### src/sv/cham_pkg.sv
// ----------------------------------------------------------------------------
// cham_pkg
// Shared widths, register codes and round functions of the CHAM-64/128
// partial round engine.
// ----------------------------------------------------------------------------
package cham_pkg;

    // Field and bus widths.
    localparam int WORD_W        = 16;
    localparam int BLOCK_W       = 64;
    localparam int KEY_W         = 64;
    localparam int RND_FIELD_W   = 7;
    localparam int TDATA_IN_W    = 80;
    localparam int TDATA_OUT_W   = 64;
    localparam int ADDR_W        = 4;
    localparam int DEF_MAX_ROUND = 127;

    // Round-key store.
    localparam int RK_COUNT = 16;
    localparam int RK_IDX_W = $clog2(RK_COUNT);

    // Register selects, taken from the 8-byte word address.
    localparam logic REG_KEY_LOW  = 1'b0;
    localparam logic REG_KEY_HIGH = 1'b1;

    // Rotation amounts.
    localparam logic [3:0] ROT_ONE     = 4'd1;
    localparam logic [3:0] ROT_EIGHT   = 4'd8;
    localparam logic [3:0] ROT_ELEVEN  = 4'd11;
    localparam logic [3:0] ROT_FIFTEEN = 4'd15;

    // Left rotation of a 16-bit word.
    function automatic logic [WORD_W-1:0] rol16(input logic [WORD_W-1:0] v,
                                                input logic [3:0] r);
        logic [2*WORD_W-1:0] tmp;
        tmp = {v, v} << r;
        return tmp[2*WORD_W-1:WORD_W];
    endfunction

    // Round key at position idx of the schedule, from the 128-bit key.
    function automatic logic [WORD_W-1:0] round_key(input logic [2*KEY_W-1:0] key,
                                                    input logic [RK_IDX_W-1:0] idx);
        logic [2:0]        j;
        logic [WORD_W-1:0] k;
        logic [WORD_W-1:0] base;
        // The upper half of the schedule sits at (j+8)^1.
        j    = {idx[2:1], idx[0] ^ idx[3]};
        k    = key[WORD_W*j +: WORD_W];
        base = k ^ rol16(k, ROT_ONE);
        if (idx[3])
        begin
            return base ^ rol16(k, ROT_ELEVEN);
        end
        return base ^ rol16(k, ROT_EIGHT);
    endfunction

    // One forward round on state words x,y,z,w (x lowest).
    function automatic logic [BLOCK_W-1:0] round_fwd(input logic [BLOCK_W-1:0] s,
                                                     input logic [WORD_W-1:0] rnd,
                                                     input logic [WORD_W-1:0] rk);
        logic [WORD_W-1:0] yr;
        logic [WORD_W-1:0] sum;
        logic [WORD_W-1:0] t;
        yr  = rol16(s[31:16], rnd[0] ? ROT_EIGHT : ROT_ONE);
        sum = (s[15:0] ^ rnd) + (yr ^ rk);
        t   = rol16(sum, rnd[0] ? ROT_ONE : ROT_EIGHT);
        return {t, s[63:16]};
    endfunction

    // One inverse round, undoing round_fwd for the same round index.
    function automatic logic [BLOCK_W-1:0] round_inv(input logic [BLOCK_W-1:0] s,
                                                     input logic [WORD_W-1:0] rnd,
                                                     input logic [WORD_W-1:0] rk);
        logic [WORD_W-1:0] t0;
        logic [WORD_W-1:0] sub;
        logic [WORD_W-1:0] x;
        t0  = rol16(s[63:48], rnd[0] ? ROT_FIFTEEN : ROT_EIGHT);
        sub = rol16(s[15:0], rnd[0] ? ROT_EIGHT : ROT_ONE) ^ rk;
        x   = (t0 - sub) ^ rnd;
        return {s[47:0], x};
    endfunction

endpackage

### src/sv/cham64_128_partial_round_engine_top.sv
// ----------------------------------------------------------------------------
// cham64_128_partial_round_engine_top
// CHAM-64/128 engine that runs a chosen range of rounds forward or backward.
// ----------------------------------------------------------------------------
// The engine takes one word at a time: a 64-bit state, a direction in tuser
// and a round range, and returns the state after rounds first..stop-1 (or
// their inverses in reverse order). Both round bounds are clamped to
// MAX_ROUND. An accepted word runs its rounds at one round per cycle, each
// fed by one read of the round-key memory, and its state is then handed to
// the output register; an empty range goes to that hand-over at once. No
// new input word is taken before the output register has taken the
// previous result. After reset and after every key register write the
// round-key memory is rebuilt from the key registers, one entry a cycle for
// all 16 entries, and no input word is accepted meanwhile. Key registers
// lie at byte addresses 0 (key_low) and 8 (key_high); only address bit 3
// selects the register.
module cham64_128_partial_round_engine_top
    import cham_pkg::*;
#(
    parameter int MAX_ROUND = DEF_MAX_ROUND
)
(
    input  logic                   clk,
    input  logic                   rst_n,
    // Input stream.
    input  logic                   s_tvalid,
    output logic                   s_tready,
    // From bit 0: block_in[63:0], first_round[70:64], stop_round[77:71], zero.
    input  logic [TDATA_IN_W-1:0]  s_tdata,
    // Bit 0: action.
    input  logic                   s_tuser,
    // Output stream.
    output logic                   m_tvalid,
    input  logic                   m_tready,
    // From bit 0: block_out[63:0].
    output logic [TDATA_OUT_W-1:0] m_tdata,
    // Configuration port.
    input  logic                   psel,
    input  logic                   penable,
    input  logic                   pwrite,
    input  logic [ADDR_W-1:0]      paddr,
    input  logic [KEY_W-1:0]       pwdata,
    output logic [KEY_W-1:0]       prdata,
    output logic                   pready
);

    localparam int RND_W = $clog2(MAX_ROUND + 1);
    localparam int CMP_W = (RND_W > RND_FIELD_W) ? RND_W : RND_FIELD_W;

    typedef enum logic [2:0]
    {
        ST_IDLE = 3'b001,
        ST_RUN  = 3'b010,
        ST_HOLD = 3'b100
    } eng_state_t;

    eng_state_t           state_reg, state_next;
    logic [BLOCK_W-1:0]   blk_reg, blk_next;
    logic [RND_W-1:0]     round_reg, round_next;
    logic [RND_W-1:0]     left_reg, left_next;
    logic                 dir_reg, dir_next;
    logic                 out_valid_reg, out_valid_next;
    logic [BLOCK_W-1:0]   out_data_reg, out_data_next;
    logic                 sweep_reg, sweep_next;
    logic [RK_IDX_W-1:0]  sweep_idx_reg, sweep_idx_next;
    logic [KEY_W-1:0]     key_low_reg, key_low_next;
    logic [KEY_W-1:0]     key_high_reg, key_high_next;

    logic [WORD_W-1:0]    rk_mem [RK_COUNT];
    logic [WORD_W-1:0]    rk_rd_reg;
    logic [RK_IDX_W-1:0]  rd_addr;

    logic                 cfg_wr;
    logic                 in_acc;
    logic [RND_W-1:0]     lo, hi;
    logic [CMP_W-1:0]     lo_ext, hi_ext, max_ext;
    logic [RND_W-1:0]     init_round;
    logic [RND_W-1:0]     step_round;
    logic [WORD_W-1:0]    rnd_word;

    // Configuration port: always ready, write on the access phase.
    assign pready = 1'b1;
    assign cfg_wr = psel & penable & pwrite & pready;
    assign prdata = (paddr[3] == REG_KEY_HIGH) ? key_high_reg : key_low_reg;

    always_comb
    begin
        key_low_next  = key_low_reg;
        key_high_next = key_high_reg;
        if (cfg_wr && paddr[3] == REG_KEY_LOW)
        begin
            key_low_next = pwdata;
        end
        if (cfg_wr && paddr[3] == REG_KEY_HIGH)
        begin
            key_high_next = pwdata;
        end
    end

    // Key schedule sweep: restarts from entry 0 on every key write.
    always_comb
    begin
        sweep_next     = sweep_reg;
        sweep_idx_next = sweep_idx_reg;
        if (cfg_wr)
        begin
            sweep_next     = 1'b1;
            sweep_idx_next = '0;
        end
        else if (sweep_reg)
        begin
            sweep_idx_next = sweep_idx_reg + 1'b1;
            if (sweep_idx_reg == RK_IDX_W'(RK_COUNT - 1))
            begin
                sweep_next = 1'b0;
            end
        end
    end

    // Clamp the round bounds to MAX_ROUND.
    always_comb
    begin
        max_ext = CMP_W'(MAX_ROUND);
        lo_ext  = CMP_W'(s_tdata[70:64]);
        hi_ext  = CMP_W'(s_tdata[77:71]);
        lo      = RND_W'((lo_ext > max_ext) ? max_ext : lo_ext);
        hi      = RND_W'((hi_ext > max_ext) ? max_ext : hi_ext);
        init_round = s_tuser ? (hi - 1'b1) : lo;
    end

    assign s_tready   = (state_reg == ST_IDLE) && !sweep_reg;
    assign in_acc     = s_tvalid & s_tready;
    assign step_round = dir_reg ? (round_reg - 1'b1) : (round_reg + 1'b1);
    assign rnd_word   = WORD_W'(round_reg);

    // Round-key read address: the first round on acceptance, then the next.
    assign rd_addr = in_acc ? init_round[RK_IDX_W-1:0] : step_round[RK_IDX_W-1:0];

    // Round sequencer and output register.
    always_comb
    begin
        state_next     = state_reg;
        blk_next       = blk_reg;
        round_next     = round_reg;
        left_next      = left_reg;
        dir_next       = dir_reg;
        out_valid_next = out_valid_reg;
        out_data_next  = out_data_reg;

        if (out_valid_reg && m_tready)
        begin
            out_valid_next = 1'b0;
        end

        case (state_reg)
            ST_IDLE:
            begin
                if (in_acc)
                begin
                    blk_next   = s_tdata[BLOCK_W-1:0];
                    dir_next   = s_tuser;
                    round_next = init_round;
                    left_next  = hi - lo;
                    state_next = (hi > lo) ? ST_RUN : ST_HOLD;
                end
            end
            ST_RUN:
            begin
                blk_next   = dir_reg ? round_inv(blk_reg, rnd_word, rk_rd_reg)
                                     : round_fwd(blk_reg, rnd_word, rk_rd_reg);
                round_next = step_round;
                left_next  = left_reg - 1'b1;
                if (left_reg == RND_W'(1))
                begin
                    state_next = ST_HOLD;
                end
            end
            ST_HOLD:
            begin
                if (!out_valid_reg || m_tready)
                begin
                    out_valid_next = 1'b1;
                    out_data_next  = blk_reg;
                    state_next     = ST_IDLE;
                end
            end
            default:
            begin
                state_next = ST_IDLE;
            end
        endcase
    end

    assign m_tvalid = out_valid_reg;
    assign m_tdata  = out_data_reg;

    // Control registers.
    always_ff @(posedge clk or negedge rst_n)
    begin
        if (!rst_n)
        begin
            state_reg     <= ST_IDLE;
            out_valid_reg <= 1'b0;
            sweep_reg     <= 1'b1;
            sweep_idx_reg <= '0;
            key_low_reg   <= '0;
            key_high_reg  <= '0;
        end
        else
        begin
            state_reg     <= state_next;
            out_valid_reg <= out_valid_next;
            sweep_reg     <= sweep_next;
            sweep_idx_reg <= sweep_idx_next;
            key_low_reg   <= key_low_next;
            key_high_reg  <= key_high_next;
        end
    end

    // Payload registers.
    always_ff @(posedge clk)
    begin
        blk_reg      <= blk_next;
        round_reg    <= round_next;
        left_reg     <= left_next;
        dir_reg      <= dir_next;
        out_data_reg <= out_data_next;
    end

    // Round-key memory: one write port for the sweep, one registered read.
    always_ff @(posedge clk)
    begin
        if (sweep_reg)
        begin
            rk_mem[sweep_idx_reg] <= round_key({key_high_reg, key_low_reg}, sweep_idx_reg);
        end
        rk_rd_reg <= rk_mem[rd_addr];
    end

`ifndef NO_ASSERTIONS
    // No input word is taken while the round-key memory is being rebuilt.
    a_no_accept_in_sweep: assert property (@(posedge clk) disable iff (!rst_n)
        sweep_reg |-> !s_tready)
        else $error("input accepted during key schedule sweep");

    // The last round hands the state to the output stage.
    a_last_round_hold: assert property (@(posedge clk) disable iff (!rst_n)
        (state_reg == ST_RUN && left_reg == RND_W'(1)) |=> (state_reg == ST_HOLD))
        else $error("sequencer did not finish after the last round");

    // A running item always has rounds left.
    a_run_has_rounds: assert property (@(posedge clk) disable iff (!rst_n)
        (state_reg == ST_RUN) |-> (left_reg != '0))
        else $error("round counter empty while running");

    // An empty range passes the state through untouched.
    a_empty_pass: assert property (@(posedge clk) disable iff (!rst_n)
        (in_acc && !(hi > lo)) |=> (state_reg == ST_HOLD && blk_reg == $past(s_tdata[63:0])))
        else $error("empty range altered the state");
`endif

endmodule
### config.mk
export PLATFORM = sky130hd
export DESIGN_NAME = cham64_128_partial_round_engine_top
export DESIGN_NICKNAME = d
export VERILOG_FILES = /design/src/sv/cham_pkg.sv /design/src/sv/cham64_128_partial_round_engine_top.sv
export SDC_FILE = /design/constraint.sdc
export NUM_CORES = 1
export LEC_CHECK = 0
export BUFFER_PORTS_ARGS = -buffer_cell sky130_fd_sc_hd__buf_2
export CAP_MARGIN = 20
export CORE_MARGIN = 2
export CORE_UTILIZATION = 40
export DETAILED_ROUTE_END_ITERATION = 10
export SYNTH_ARGS = -nofsm -noshare
export SYNTH_HDL_FRONTEND = slang
export SYNTH_SLANG_ARGS = --single-unit
### constraint.sdc
create_clock -name clk -period 4.7 [get_ports clk]
set_input_delay 1.175 -clock clk [delete_from_list [all_inputs] [get_ports clk]]
set_output_delay 1.175 -clock clk [all_outputs]
set_load 0.03 [all_outputs]
=== After elaboration in Yosys (flattened, before gate mapping) ===
Memory sizes are Yosys's and may differ from the RTL's. A register that Yosys moved wholly into a read port is not among the register bits.
Index checks and enable logic that the tools add are counted.

* Flip-flop bits (word level): 280
* Bits in latches: 0
* Bits in writable memories: 256
* Memory bits (read-only): 0
* Bits of input ports: 156
* Output and inout bits: 131
* Logic and storage cells: 97
* Memories kept: 1

* Add/subtract/negate cells: 8
* $mul: 0
* Divide/modulo/power cells: 0
* Order comparisons: 3
* Eq/ne operators: 8
* Shifts and indexed selects: 5
* Muxes and demuxes: 36
* Bitwise operators: 12
* Reduce and logical (&&, ||, !) cells: 13

{| class="wikitable"
|+ Memory list
! name !! depth !! width !! rd ports !! clocked after memory_dff !! wr ports !! line !! RTL
|-
| rk_mem || 16 || 16 || 1 || 1 || 1 || cham64_128_partial_round_engine_top.sv:69 || <nowiki>logic [WORD_W-1:0] rk_mem [RK_COUNT];</nowiki>
|}

{| class="wikitable"
|+ Operator list
! operator !! number
|-
| 64-bit two-way mux || 3
|-
| 64-bit one-hot mux with 2 select lines || 1
|-
| 128-bit by 8-bit indexed part select with 16-bit output || 1
|-
| 32-bit by 4-bit << shifter with 32-bit output || 4
|-
| 16-bit XOR || 5
|-
| 16-bit two-way mux || 3
|-
| 7-bit two-way mux || 6
|-
| 16-bit by 7-bit XOR with 16-bit output || 2
|-
| 7-bit one-hot mux with 2 select lines || 2
|-
| 7-bit by 1-bit subtractor with 7-bit output (second input constant) || 3
|-
| 4-bit two-way mux || 5
|-
| 16-bit adder || 1
|-
| 16-bit subtractor || 1
|-
| 3-bit two-way mux || 5
|-
| 7-bit greater-than comparator (second input constant) || 2
|-
| 1-bit two-way mux || 10
|-
| 3-bit one-hot mux with 3 select lines || 1
|-
| 7-bit by 1-bit adder with 7-bit output (second input constant) || 1
|-
| 7-bit by 1-bit == test with 1-bit output (second input constant) || 1
|-
| 7-bit greater-than comparator || 1
|-
| 7-bit subtractor || 1
|-
| 2-bit inequality test (second input constant) || 3
|-
| 2-bit AND reduction || 3
|-
| 4-bit by 1-bit adder with 4-bit output (second input constant) || 1
|-
| other kinds (12) || 19
|}

=== Depth between registers and ports, before layout ===
* Depth in word-level cells: 7
* Depth in mapped cells: 14
* Depth with buffers taken out: 12

=== Least setup slack after synthesis ===
OpenSTA, ideal clock, no wires.

* Path kind: input to register
* Start point: input m_tready
* End point: register out_data_reg[0], in the netlist m_tdata[0], enable pin
* Library setup time: 486 ps
* Data arrival time: 3928 ps
* Data required time: 4214 ps
* Setup slack: 286 ps
* Stages on the path: 2
* Path buffers: 0
* Path through: nor2b_1 nor2_1

* Cells in the longest elaborated chain, start to end: 2

{| class="wikitable"
|+ RTL lines
! element !! line !! RTL
|-
| start, declared || cham64_128_partial_round_engine_top.sv:34 || <nowiki>input logic m_tready,</nowiki>
|-
| 1-bit logical OR || cham64_128_partial_round_engine_top.sv:180 || <nowiki>if (!out_valid_reg || m_tready)</nowiki>
|-
| 2-bit AND reduction (no source line) || - ||
|-
| end signal, assigned || cham64_128_partial_round_engine_top.sv:227 || <nowiki>out_data_reg <= out_data_next;</nowiki>
|-
| end, declared || cham64_128_partial_round_engine_top.sv:63 || <nowiki>logic [BLOCK_W-1:0] out_data_reg, out_data_next;</nowiki>
|}

Every way passes these cells.
A chain may end at the register's enable or synchronous reset.

=== Worst setup path after layout ===
* Start point: register round_reg[0]
* End point: register blk_reg[59], data pin

* Cells in the longest elaborated chain, start to end: 7
* Elaborated cells on any way between the ends: 9
* Classes of those cells: add/sub (1); shift (2); mux (4); bitwise (2)

{| class="wikitable"
|+ RTL lines
! element !! line !! RTL
|-
| start, declared || cham64_128_partial_round_engine_top.sv:59 || <nowiki>logic [RND_W-1:0] round_reg, round_next;</nowiki>
|-
| start signal, assigned || cham64_128_partial_round_engine_top.sv:224 || <nowiki>round_reg <= round_next;</nowiki>
|-
| 4-bit two-way mux || cham_pkg.sv:64 || <nowiki>yr = rol16(s[31:16], rnd[0] ? ROT_EIGHT : ROT_ONE);</nowiki>
|-
| 32-bit by 4-bit << shifter with 32-bit output || cham_pkg.sv:36 || <nowiki>tmp = {v, v} << r;</nowiki>
|-
| 16-bit XOR || cham_pkg.sv:65 || <nowiki>sum = (s[15:0] ^ rnd) + (yr ^ rk);</nowiki>
|-
| 16-bit adder || cham_pkg.sv:65 ||
|-
| 32-bit by 4-bit << shifter with 32-bit output * || cham_pkg.sv:36 ||
|-
| 64-bit two-way mux * || cham64_128_partial_round_engine_top.sv:169 || <nowiki>blk_next = dir_reg ? round_inv(blk_reg, rnd_word, rk_rd_reg)</nowiki>
|-
| 64-bit one-hot mux with 2 select lines * || cham64_128_partial_round_engine_top.sv:155 || <nowiki>case (state_reg)</nowiki>
|-
| net blk_next[59] || cham64_128_partial_round_engine_top.sv:58 || <nowiki>logic [BLOCK_W-1:0] blk_reg, blk_next;</nowiki>
|-
| end signal, assigned || cham64_128_partial_round_engine_top.sv:223 || <nowiki>blk_reg <= blk_next;</nowiki>
|-
| end, declared || cham64_128_partial_round_engine_top.sv:58 ||
|}

The timed path passes the listed nets; every way through them passes the cells marked *.

==> run metrics <==
post-detailed-placement half-perimeter wirelength ~47,000 microns; initial core utilization about 40%; category of the worst setup path launch point register; static leakage power roughly 12 nW; logic gate share of total power a little over two fifths; number of global-route vias before repair approximately 18,000; total global routing track utilization around a fifth; Placed Area between 0.02 and 0.03 sq mm; row count 94; top post-synthesis cells by count sky130_fd_sc_hd__edfxtp_1, sky130_fd_sc_hd__mux2_2, sky130_fd_sc_hd__mux2i_1; total negative setup slack 0 ns; P&R area growth vs syn 17.0%; share of flip-flops with an asynchronous set or reset 24.8%; standard cell core area around 0.066 sq mm; final RePlAce weighted congestion roughly 0.95; top area cells in the synthesized netlist sky130_fd_sc_hd__edfxtp_1, sky130_fd_sc_hd__dfrtp_1, sky130_fd_sc_hd__mux2_2, sky130_fd_sc_hd__mux2i_1, sky130_fd_sc_hd__a211oi_1; CP required approximately 5.1 ns; per-instance average area after synthesis 13.7 sq um; net switching power between 9 and 10 mW; worst hold slack across all endpoints 0.501 ns; number of nets in the layout ~2,500; post-CTS resize count 0; clock latency at the later pin of the worst-skew pair between 0.6 and 0.7 ns; via count of the routed design 17,400; outcome finished, final reports clean; clock sink count around 550; post-layout minimum cycle time 3.75 ns; post-CTS setup-driven buffer insertion count 0; critical path endpoint category register; Synthesized Nets 2,162; final routed wirelength across all metal layers slightly above 70,000 microns; R2R Setup Slk roughly 0.95 ns; worst-path maximum fanout 11; ports placed on the boundary around 290; sequential cell area fraction in the yosys report 58.9%; maximum number of pins on one net before global-route repair between 100 and 150; Max IR drop VDD between 0.8 and 0.9 mV; clock slew at reported path FFs approximately 0.060 ns; Worst Clk Skew 0.0348 ns; maximum clock insertion buffer count 3; area of the multi-input gates just over 0.01 sq mm; total die area roughly 0.069 sq mm; YS warnings 0; count of pins over their slew limit 0; post-detailed-route count of antenna-violating nets 0; # DRC 0; count of flip-flops with a built-in enable after synthesis between 300 and 400; maximum level of the CTS H-tree 2; setup repair after global routing missed its margin false; worst-case headroom to the max-slew limit between 30% and 40%; first-pass GRT wire length between 100,000 and 150,000 microns; startpoint of the lowest-slack register-to-register path round_reg[0]; Setup violations, final 0; number of vias per cell 5.49; dominant cell by count in the synthesized netlist sky130_fd_sc_hd__edfxtp_1; Final Hold Fails 0; clock tree from TritonCTS yes; total CTS buffers just under 60; number of standard cells after synthesis a little under 2,000; path class of the lowest-slack min-delay path register to register; Filler Cells Inserted roughly 5,800; flip-flop count of the largest register, all copies and words added between 200 and 300; y dimension of the die ~260 microns; initial antenna violation count 4; Clk pwr share between 10% and 20%; most common flop cell mapped by yosys sky130_fd_sc_hd__edfxtp_1; post-route cell area between 0.03 and 0.04 sq mm; synthesized area around 0.027 sq mm; FF-to-FF End blk_reg[59]; slew at the pin with the worst max-slew slack between 1 and 1.5 ns; post-synthesis register bit count about 550; worst setup path class register to register; period utilisation layout 79.9%; sequential power share between 30 and 40%; Hold Path Origin blk_reg[46]; total area of sequential cells approximately 0.016 sq mm; router iterations before antenna repair 5; clock tree root driver cell sky130_fd_sc_hd__clkbuf_16; max-capacitance violation count 0; r2r worst-path depth 13; total internal power between 15 and 20 mW; count of routing violations after the opening detailed-route iteration approximately 1,300; worst setup path endpoint blk_reg[59]; number of different library cells in the post-synthesis netlist 62; power density relative to cell area 797 mW/mm^2; switching part of the total power about 38%; detail-routed net length per standard cell about 23 microns; hold_buf cts 0; IO buf count between 200 and 300; crit path DAT approximately 4.1 ns; Peak Freq 266 MHz; most flop-heavy register rk_mem; share of final-layout standard cells stronger than drive strength 1 29.9%; post-synth top area share 44.9%; remaining global-route overflow 0; source of the critical timing path round_reg[0]; Die Wd roughly 260 microns; cell type with the largest total area after synthesis sky130_fd_sc_hd__edfxtp_1
[cells by family (layout without fill, tap and decap cells)]
family / count (synthesis) / count (layout) / synth area share [%]
AND/OR/NAND/NOR: 300 / 300 / 5.60
buffers and inverters: 151 / 490 / 2.65
other: 1 / 5 / 0.0140
flip-flops: 552 / 552 / 58.9
XOR/XNOR: 126 / 126 / 4.16
AO/OA/AOI/OAI: 364 / 364 / 9.08
adder cells (fa/ha/maj): 52 / 52 / 2.55
multiplexers: 408 / 408 / 17.0
[final cells by class]
type | instances | share of cell area, %
clock inverters | 25 | 0.821
diodes | 4 | 0.0320
multi-input cells | 1251 | 33.1
inverters | 28 | 0.344
repair buffers | 358 | 6.72
flip-flops and latches | 552 | 50.4
clock buffers | 79 | 5.13
well taps | 864 | 3.46
[power groups by stage]
stage / logic, mW / registers (mW) / clock network (mW)
after floorplan: 6.76 / 9.56 / 0
after global placement: 10.3 / 9.75 / 0
after detailed placement: 10.5 / 9.81 / 0
after CTS: 10.6 / 9.71 / 4.62
after global routing: 11.6 / 9.79 / 4.81
final: 10.7 / 9.68 / 4.51
[layer usage]
metal | wire length, microns | vias to the layer above | share of wire, % | GRT usage, %
li1 | - | 7999 | - | -
met1 | 30300 | 8733 | 43 | 26.6
met2 | 35600 | 500 | 50 | 35.2
met3 | 3440 | 121 | 4.8 | 2.65
met4 | 1940 | 0 | 2.7 | 6.35
met5 | 0 | - | 0 | 0
[cells in the final DEF (no fill, tap or decap), types with 5 or more instances in the layout]
cell / n
sky130_fd_sc_hd__a31oi_1: 5
sky130_fd_sc_hd__nor2_1: 79
sky130_fd_sc_hd__buf_2: 279
sky130_fd_sc_hd__buf_4: 70
sky130_fd_sc_hd__a222oi_1: 5
sky130_fd_sc_hd__a221oi_1: 23
sky130_fd_sc_hd__clkinv_2: 11
sky130_fd_sc_hd__dfrtp_1: 135
sky130_fd_sc_hd__buf_12: 7
sky130_fd_sc_hd__dfxtp_1: 16
sky130_fd_sc_hd__a211oi_1: 129
sky130_fd_sc_hd__or4_1: 17
sky130_fd_sc_hd__xnor2_1: 68
sky130_fd_sc_hd__mux2i_1: 184
sky130_fd_sc_hd__a21oi_1: 63
sky130_fd_sc_hd__xor2_1: 57
sky130_fd_sc_hd__a21o_1: 14
sky130_fd_sc_hd__mux4_2: 16
sky130_fd_sc_hd__nor3_1: 7
sky130_fd_sc_hd__o21ai_0: 79
sky130_fd_sc_hd__mux2_2: 207
sky130_fd_sc_hd__ha_1: 48
sky130_fd_sc_hd__edfxtp_1: 399
sky130_fd_sc_hd__nand3_1: 11
sky130_fd_sc_hd__nand2_1: 78
sky130_fd_sc_hd__o21a_1: 9
sky130_fd_sc_hd__clkbuf_1: 16
sky130_fd_sc_hd__o22ai_1: 5
sky130_fd_sc_hd__nor2b_1: 68
sky130_fd_sc_hd__clkbuf_16: 60
sky130_fd_sc_hd__and3_1: 10
sky130_fd_sc_hd__inv_1: 27
[through the flow]
step	cells	total power [mW]	util, %	setup slack (ns)
3_5_place_dp	3048	20.4	44.4	0.804
2_1_floorplan	1954	16.3	-	0.286
3_3_place_gp	3048	20.0	44.4	0.832
5_1_grt	3161	26.2	47.4	0.817
6_report	3161	24.9	47.4	0.947
4_1_cts	3152	24.9	47.3	0.996
[worst min-delay path by stage]
stage | endpoint | slack (ns) | depth (start not counted)
3_5_place_dp | m_tdata[46] | 0.49 | 0
4_1_cts | m_tdata[46] | 0.50 | 0
2_1_floorplan | m_tdata[40] | 0.44 | 0
5_1_grt | m_tdata[46] | 0.52 | 0
3_3_place_gp | m_tdata[45] | 0.48 | 0
6_report | m_tdata[46] | 0.50 | 0
[critical path, cell delays in order (launching register included)]
cell                       delay, ns
sky130_fd_sc_hd__edfxtp_1       0.43
sky130_fd_sc_hd__buf_4          0.25
sky130_fd_sc_hd__mux2i_1        0.24
sky130_fd_sc_hd__xnor2_1        0.09
sky130_fd_sc_hd__ha_1           0.28
sky130_fd_sc_hd__fa_1           0.51
sky130_fd_sc_hd__a21o_1         0.23
sky130_fd_sc_hd__a221oi_1       0.25
sky130_fd_sc_hd__buf_4          0.19
sky130_fd_sc_hd__a21oi_1        0.14
sky130_fd_sc_hd__or4_1          0.45
sky130_fd_sc_hd__nand3_1        0.14
sky130_fd_sc_hd__nand2_1        0.07
sky130_fd_sc_hd__a22o_1         0.21
(Power assumes the default switching activity.)
